==> src/hdl/pps_pkg.sv <==
package pps_pkg;

	localparam logic CMD_LOAD = 1'b0;
	localparam logic CMD_TICK = 1'b1;

	typedef struct packed {
		logic        valid;
		logic [7:0]  prio;
		logic [15:0] arrival;
		logic [15:0] burst;
		logic [15:0] remaining;
	} cand_t;

	typedef struct packed {
		logic [15:0] arrival;
		logic [15:0] burst;
		logic [7:0]  prio;
	} load_t;

	typedef struct packed {
		logic load;
		logic run;
	} ctl_t;

endpackage

==> src/hdl/preemptive_priority_scheduler_unit.sv <==
// Load beat: one load per cycle while no tick is in progress, no result beat.
// Tick beat: after the accept step (ST_IDLE), the candidates pass through the row
// of MAX_PROCS cells plus a settle step (ST_SCAN), then a compute step (ST_CALC)
// and a commit step (ST_DONE, held until the output is free); no beat is taken meanwhile.
// arst_n clears the clock, the counters, every cell's valid bit and the output.
module preemptive_priority_scheduler_unit import pps_pkg::*; #(
	parameter int MAX_PROCS = 16
) (
	input  logic         clk,
	input  logic         arst_n,
	input  logic         s_tvalid,
	output logic         s_tready,
	input  logic [39:0]  s_tdata,  // arrival, burst, priority
	input  logic         s_tuser,  // cmd
	output logic         m_tvalid,
	input  logic         m_tready,
	output logic [103:0] m_tdata,  // slot, now, finished, turnaround, waiting, all_done
	output logic         m_tuser   // idle
);

	localparam int IDX_W = (MAX_PROCS > 1) ? $clog2(MAX_PROCS) : 1;
	localparam int CNT_W = $clog2(MAX_PROCS + 1);

	typedef enum logic [1:0] {ST_IDLE, ST_SCAN, ST_CALC, ST_DONE} state_t;

	state_t           state_q;
	logic [CNT_W-1:0] scan_q;
	logic [CNT_W-1:0] proc_count_q;
	logic [CNT_W-1:0] done_count_q;
	logic [31:0]      clock_q;
	cand_t            best_q;
	logic [IDX_W-1:0] best_idx_q;
	logic [31:0]      tat_q;
	logic             fin_q;
	logic             out_valid_q;
	logic [103:0]     out_data_q;
	logic             out_user_q;

	cand_t            chain [MAX_PROCS+1];
	logic [IDX_W-1:0] chain_idx [MAX_PROCS+1];

	ctl_t             ctl;
	logic [IDX_W-1:0] sel_idx;
	load_t            load_data;
	logic             in_fire;
	logic             out_free;
	logic             out_load;
	logic [31:0]      now_next;
	logic [31:0]      wt;

	assign s_tready = (state_q == ST_IDLE);
	assign in_fire  = s_tvalid && s_tready;
	assign out_free = !out_valid_q || m_tready;
	assign out_load = (state_q == ST_DONE) && out_free;
	assign now_next = clock_q + 32'd1;
	assign wt       = tat_q - {16'd0, best_q.burst};

	assign load_data.arrival = s_tdata[15:0];
	assign load_data.burst   = s_tdata[31:16];
	assign load_data.prio    = s_tdata[39:32];

	always_comb begin
		ctl.load = in_fire && (s_tuser == CMD_LOAD) && (proc_count_q != CNT_W'(MAX_PROCS));
		ctl.run  = (state_q == ST_DONE) && out_free && best_q.valid;
		sel_idx  = (state_q == ST_DONE) ? best_idx_q : proc_count_q[IDX_W-1:0];
	end

	assign chain[0]     = '0;
	assign chain_idx[0] = '0;

	for (genvar i = 0; i < MAX_PROCS; i++) begin : g_cell
		pps_cell #(
			.IDX_W (IDX_W),
			.SLOT  (i)
		) u_cell (
			.clk          (clk),
			.arst_n       (arst_n),
			.ctl          (ctl),
			.sel_idx      (sel_idx),
			.load_data    (load_data),
			.clock_now    (clock_q),
			.cand_in      (chain[i]),
			.cand_idx_in  (chain_idx[i]),
			.cand_out     (chain[i+1]),
			.cand_idx_out (chain_idx[i+1])
		);
	end

	always_ff @(posedge clk or negedge arst_n) begin
		if (!arst_n) begin
			state_q      <= ST_IDLE;
			scan_q       <= '0;
			proc_count_q <= '0;
			done_count_q <= '0;
			clock_q      <= '0;
			best_q       <= '0;
			best_idx_q   <= '0;
			tat_q        <= '0;
			fin_q        <= 1'b0;
			out_valid_q  <= 1'b0;
			out_data_q   <= '0;
			out_user_q   <= 1'b0;
		end else begin
			if (out_load) begin
				out_valid_q <= 1'b1;
			end else if (m_tready) begin
				out_valid_q <= 1'b0;
			end
			case (state_q)
				ST_IDLE: begin
					if (ctl.load) begin
						proc_count_q <= proc_count_q + CNT_W'(1);
					end
					if (in_fire && (s_tuser == CMD_TICK)) begin
						scan_q  <= '0;
						state_q <= ST_SCAN;
					end
				end
				ST_SCAN: begin
					scan_q <= scan_q + CNT_W'(1);
					if (scan_q == CNT_W'(MAX_PROCS)) begin
						best_q     <= chain[MAX_PROCS];
						best_idx_q <= chain_idx[MAX_PROCS];
						state_q    <= ST_CALC;
					end
				end
				ST_CALC: begin
					tat_q   <= now_next - {16'd0, best_q.arrival};
					fin_q   <= best_q.valid && (best_q.remaining == 16'd1);
					state_q <= ST_DONE;
				end
				ST_DONE: begin
					if (out_free) begin
						clock_q      <= now_next;
						done_count_q <= done_count_q + CNT_W'(fin_q);
						out_user_q   <= !best_q.valid;
						out_data_q[3:0]    <= best_q.valid ? 4'(best_idx_q) : 4'd0;
						out_data_q[35:4]   <= now_next;
						out_data_q[36]     <= fin_q;
						out_data_q[68:37]  <= fin_q ? tat_q : 32'd0;
						out_data_q[100:69] <= fin_q ? wt : 32'd0;
						out_data_q[101]    <= ((done_count_q + CNT_W'(fin_q)) == proc_count_q);
						out_data_q[103:102] <= 2'd0;
						state_q      <= ST_IDLE;
					end
				end
				default: begin
					state_q <= ST_IDLE;
				end
			endcase
		end
	end

	assign m_tvalid = out_valid_q;
	assign m_tdata  = out_data_q;
	assign m_tuser  = out_user_q;

endmodule

==> src/hdl/pps_cell.sv <==
module pps_cell import pps_pkg::*; #(
	parameter int IDX_W = 4,
	parameter int SLOT  = 0
) (
	input  logic             clk,
	input  logic             arst_n,
	input  ctl_t             ctl,
	input  logic [IDX_W-1:0] sel_idx,
	input  load_t            load_data,
	input  logic [31:0]      clock_now,
	input  cand_t            cand_in,
	input  logic [IDX_W-1:0] cand_idx_in,
	output cand_t            cand_out,
	output logic [IDX_W-1:0] cand_idx_out
);

	logic        valid_q;
	logic [15:0] arrival_q;
	logic [15:0] burst_q;
	logic [15:0] remaining_q;
	logic [7:0]  prio_q;
	cand_t       cand_q;
	logic [IDX_W-1:0] cand_idx_q;

	logic  hit;
	logic  ready;
	logic  better;
	cand_t own;

	assign hit   = (sel_idx == IDX_W'(SLOT));
	assign ready = valid_q && ({16'd0, arrival_q} <= clock_now) && (remaining_q != 16'd0);

	always_comb begin
		own.valid     = 1'b1;
		own.prio      = prio_q;
		own.arrival   = arrival_q;
		own.burst     = burst_q;
		own.remaining = remaining_q;
		better = ready && (!cand_in.valid || (prio_q < cand_in.prio) ||
			((prio_q == cand_in.prio) && (arrival_q < cand_in.arrival)));
	end

	always_ff @(posedge clk or negedge arst_n) begin
		if (!arst_n) begin
			valid_q <= 1'b0;
		end else if (ctl.load && hit) begin
			valid_q <= 1'b1;
		end
	end

	always_ff @(posedge clk) begin
		if (ctl.load && hit) begin
			arrival_q   <= load_data.arrival;
			burst_q     <= (load_data.burst == 16'd0) ? 16'd1 : load_data.burst;
			remaining_q <= (load_data.burst == 16'd0) ? 16'd1 : load_data.burst;
			prio_q      <= load_data.prio;
		end else if (ctl.run && hit) begin
			remaining_q <= remaining_q - 16'd1;
		end
	end

	always_ff @(posedge clk or negedge arst_n) begin
		if (!arst_n) begin
			cand_q     <= '0;
			cand_idx_q <= '0;
		end else if (better) begin
			cand_q     <= own;
			cand_idx_q <= IDX_W'(SLOT);
		end else begin
			cand_q     <= cand_in;
			cand_idx_q <= cand_idx_in;
		end
	end

	assign cand_out     = cand_q;
	assign cand_idx_out = cand_idx_q;

endmodule
==> config.mk <==
export PLATFORM = sky130hd
export DESIGN_NAME = preemptive_priority_scheduler_unit
export DESIGN_NICKNAME = d
export VERILOG_FILES = /design/src/hdl/pps_pkg.sv /design/src/hdl/preemptive_priority_scheduler_unit.sv /design/src/hdl/pps_cell.sv
export SDC_FILE = /design/constraint.sdc
export NUM_CORES = 2
export LEC_CHECK = 0
export BUFFER_PORTS_ARGS = -buffer_cell sky130_fd_sc_hd__buf_2
export CORE_MARGIN = 10
export CORE_UTILIZATION = 43
export CTS_CLUSTER_SIZE = 14
export DETAILED_ROUTE_END_ITERATION = 16
export GPL_ROUTABILITY_DRIVEN = 0
export RECOVER_POWER = 25
export SETUP_SLACK_MARGIN = 0.1
export SLEW_MARGIN = 0
export SYNTH_ARGS = -nofsm -noshare
export SYNTH_HDL_FRONTEND = slang
export SYNTH_SLANG_ARGS = --single-unit
==> constraint.sdc <==
create_clock -name clk -period 3.7 [get_ports clk]
set_input_delay 0.74 -clock clk [delete_from_list [all_inputs] [get_ports clk]]
set_output_delay 0.74 -clock clk [all_outputs]
set_load 0.03 [all_outputs]
==> results.json <==
{
  "power_density_mw_per_mm2": 702,
  "ys_top_cells_by_area": "dfrtp_1 31%, edfxtp_1 28%, mux2_2 9.1%",
  "yosys_warnings": 0,
  "slew_violations": 551,
  "hp-class": "primary input to flip-flop",
  "setup.worst_path.class": "flip-flop to flip-flop",
  "ant_nets": 0,
  "internal_power_mw": 53.3,
  "rows": 172,
  "finalCriticalPeriod_ns": 3.44,
  "status": "complete, but fails checks",
  "final_common_cell": "dfrtp_1",
  "crit_family": "simple AND/OR/NAND/NOR gates",
  "violations": "max-capacitance violations, max-slew violations",
  "top_layer": "met4",
  "syn2layout_area_growth_pct": 13.6,
  "met2_length_mm": 94.3,
  "synth.distinct_cells": 95,
  "worst_ep_arrival_time_ns": 4.16,
  "die_h_um": 490,
  "nNetsFinal": 8364,
  "initial_utilization_pct": 43.3,
  "finalSetupViolCount": 0,
  "maxCapViolCount": 16,
  "n_fill_cell": 18800,
  "routed_via_density": 5.15,
  "skew_ns": 0.0780,
  "dr.pass1.iters": 8,
  "yosys.area.top_type_share_pct": 31.0,
  "fin_util_pct": 49.1,
  "vias": 55600,
  "cts_root_buf": "clkbuf_16",
  "async_reset_ff_share_pct": 56.8,
  "crit_path_cell_trace": "inv_1 > ha_1 > or3b_4 > or4_4 > nand2b_4 > o41a_1 > o211ai_1 > o21ai_1 > o31ai_4 > buf_12 > mux2_2",
  "drt_iter0_drc": 3060,
  "multi_input_area_mm2": 0.0358,
  "timing.fmax_mhz": 291,
  "hold_viol": 0,
  "wl_met3_mm": 8.87,
  "grt_max_degree": 109,
  "p_sw_share_pct": 29.6,
  "synth-seq-cells": 2072,
  "grtUsageTotal_pct": 17.1,
  "whs_ns": 0.329,
  "cp-end-kind": "flip-flop",
  "worst_ep_required_time_ns": 4.42,
  "drive_gt1_share_pct": 19.7,
  "tritoncts": "built",
  "worst-path-buf-inv": 2,
  "core_area_mm2": 0.220,
  "power_frac_seq_pct": 42.8,
  "cts_inserted_buffers": 209,
  "synth.avg_cell_area_um2": 13.0,
  "start_kind": "flip-flop",
  "regArea_mm2": 0.0563,
  "drt_wl_total_mm": 209,
  "ir_worst_vdd_uv": 573,
  "synth.largest_area_cell": "dfrtp_1",
  "syn_area_mm2": 0.0951,
  "clkTransAtPathRegs_ns": 0.06,
  "portBuffers": 149,
  "max_slew_margin_pct": -82.5,
  "drc": 0,
  "routedWlPerCell_um": 19.3,
  "antenna_found_initial": 5,
  "dp_cells": 10400,
  "drt-met1-wl_mm": 98.2,
  "rsz0062_at_grt": "false",
  "numClockSinks": 2072,
  "tightest_slew_ns": 2.74,
  "yosysSeqAreaShare_pct": 59.2,
  "reg2reg_slack_ns": 0.26,
  "final_cells": 10800,
  "fin_total_pwr_mw": 75.7,
  "first_global_vias": 59400,
  "fp.dieW_um": 490,
  "layout_common_cells": "1170 x dfrtp_1, 896 x edfxtp_1, 767 x mux2_2",
  "clkLatencyLatePin_ns": 0.87,
  "switching_power_mw": 22.4,
  "dp_hpwl_mm": 149,
  "clock_power_share_pct": 28.9,
  "io_pins": 152,
  "leakagePower_nw": 45.3,
  "synth_cells": 7325,
  "critical-path-max-stage-delay_ns": 0.50,
  "dieArea_mm2": 0.240,
  "htreeDepth": 4,
  "worst-path-max-fanout": 24,
  "comb_power_share_pct": 28.3,
  "slowest_stage": "o41a_1",
  "synthFlopType": "dfrtp_1",
  "clockBufferDepth": 3,
  "gr-total-overflow": 0,
  "synth_edf_count": 896,
  "grt_pass1_wl_mm": 334,
  "finalCritPeriodShare_pct": 92.9
}
## synthesized netlist by cell type, drive strengths merged (88+ instances only)
library cell,n
dfrtp,1176
mux2,903
edfxtp,896
ha,660
inv,506
nor2,504
a21oi,376
nand2,363
xnor2,216
o21ai,206
clkbuf,133
a21o,131
buf,122
nand3,109
xor2,103
nand2b,99
nand4,96
nor3,88
## final cells by class
type / count / share of cell area, %
flip-flops and latches: 2072 / 52.2
well taps: 2958 / 3.43
clock inverters: 88 / 1.15
inverters: 506 / 1.78
repair buffers: 375 / 2.73
multi-input cells: 4493 / 33.1
diodes: 2 / 0.00464
clock buffers: 307 / 5.59
## tightest hold or removal path, stage by stage
cell and delay [ns]:
buf_2 0.07, nand2b_1 0.22, nand2b_1 0.08
## power groups by stage
stage	Clock, mW	Combinational (mW)	Sequential [mW]
2_1_floorplan	0	15.7	31.8
3_3_place_gp	0	20.7	32.8
3_5_place_dp	0	21.3	32.8
4_1_cts	22.4	21.6	32.4
5_1_grt	23.4	23.9	33.1
6_report	21.9	21.4	32.4
## flip-flops by register name, summed over array words and instances (netlist names)
name                        count
scan_q                          5
g_cell.u_cell.cand_idx_out     49
g_cell.u_cell.remaining_q     256
clock_q                        31
m_tuser                         1
best_q                         49
m_tvalid                        1
g_cell.u_cell.prio_q          128
state_q                         2
done_count_q                    5
m_tdata                        71
g_cell.u_cell.cand_out        904
g_cell.u_cell.valid_q          16
proc_count_q                    5
fin_q                           1
g_cell.u_cell.burst_q         256
g_cell.u_cell.arrival_q       256
tat_q                          32
best_idx_q                      4
## final timing paths
kind                                                             startpoint                                          end  cells after the start
worst max register to register    g_cell[1].u_cell.remaining_q[0]$_DFFE_PP_       g_cell[1].u_cell.cand_out[1]$_DFF_PN0_                     11
worst min-delay path                                               m_tready                         m_tvalid$_DFFE_PN0P_                      3
worst max-delay path              g_cell[1].u_cell.remaining_q[0]$_DFFE_PP_       g_cell[1].u_cell.cand_out[1]$_DFF_PN0_                     11
min in group asynchronous                                            arst_n                      clock_q[12]$_DFFE_PN0P_                      2
max in group asynchronous                                            arst_n      g_cell[15].u_cell.cand_out[3]$_DFF_PN0_                      3
worst min register to register  g_cell[10].u_cell.cand_idx_out[1]$_DFF_PN0_  g_cell[11].u_cell.cand_idx_out[1]$_DFF_PN0_                      1
## cell families after synthesis
logic type | synth area share [%]
adder cells (fa/ha/maj) | 8.73
other | 0.00394
AND/OR/NAND/NOR | 8.22
buffers and inverters | 3.36
flip-flops | 59.2
multiplexers | 10.9
XOR/XNOR | 2.94
AO/OA/AOI/OAI | 6.58
## layer usage
| metal | global-route usage (%) | vias to the layer above |
|---|---|---|
| li1 | - | 26800 |
| met1 | 23.9 | 27300 |
| met2 | 27.2 | 1050 |
| met3 | 2.84 | 402 |
| met4 | 5.82 | 0 |
| met5 | 0 | - |
## through the flow
stage | setup TNS [ns] | instance area [um^2] | setup WS, ns
6_report | 0 | 108000 | 0.261
5_1_grt | 0 | 108000 | 0.0984
4_1_cts | 0 | 108000 | 0.109
3_5_place_dp | -2.24 | 101000 | -0.0795
3_3_place_gp | -0.0259 | 101000 | -0.00938
2_1_floorplan | 0 | 95100 | 0.104
## timing repair
item,CTS,global route
setup endpoints to repair,45,146
setup buffers,0,6
hold endpoints to repair,42,0
cloned,0,1
resized for setup,4,19
pin swaps,0,10
hold buffers,1,0
Note: power is estimated with default switching activity, not from simulation.
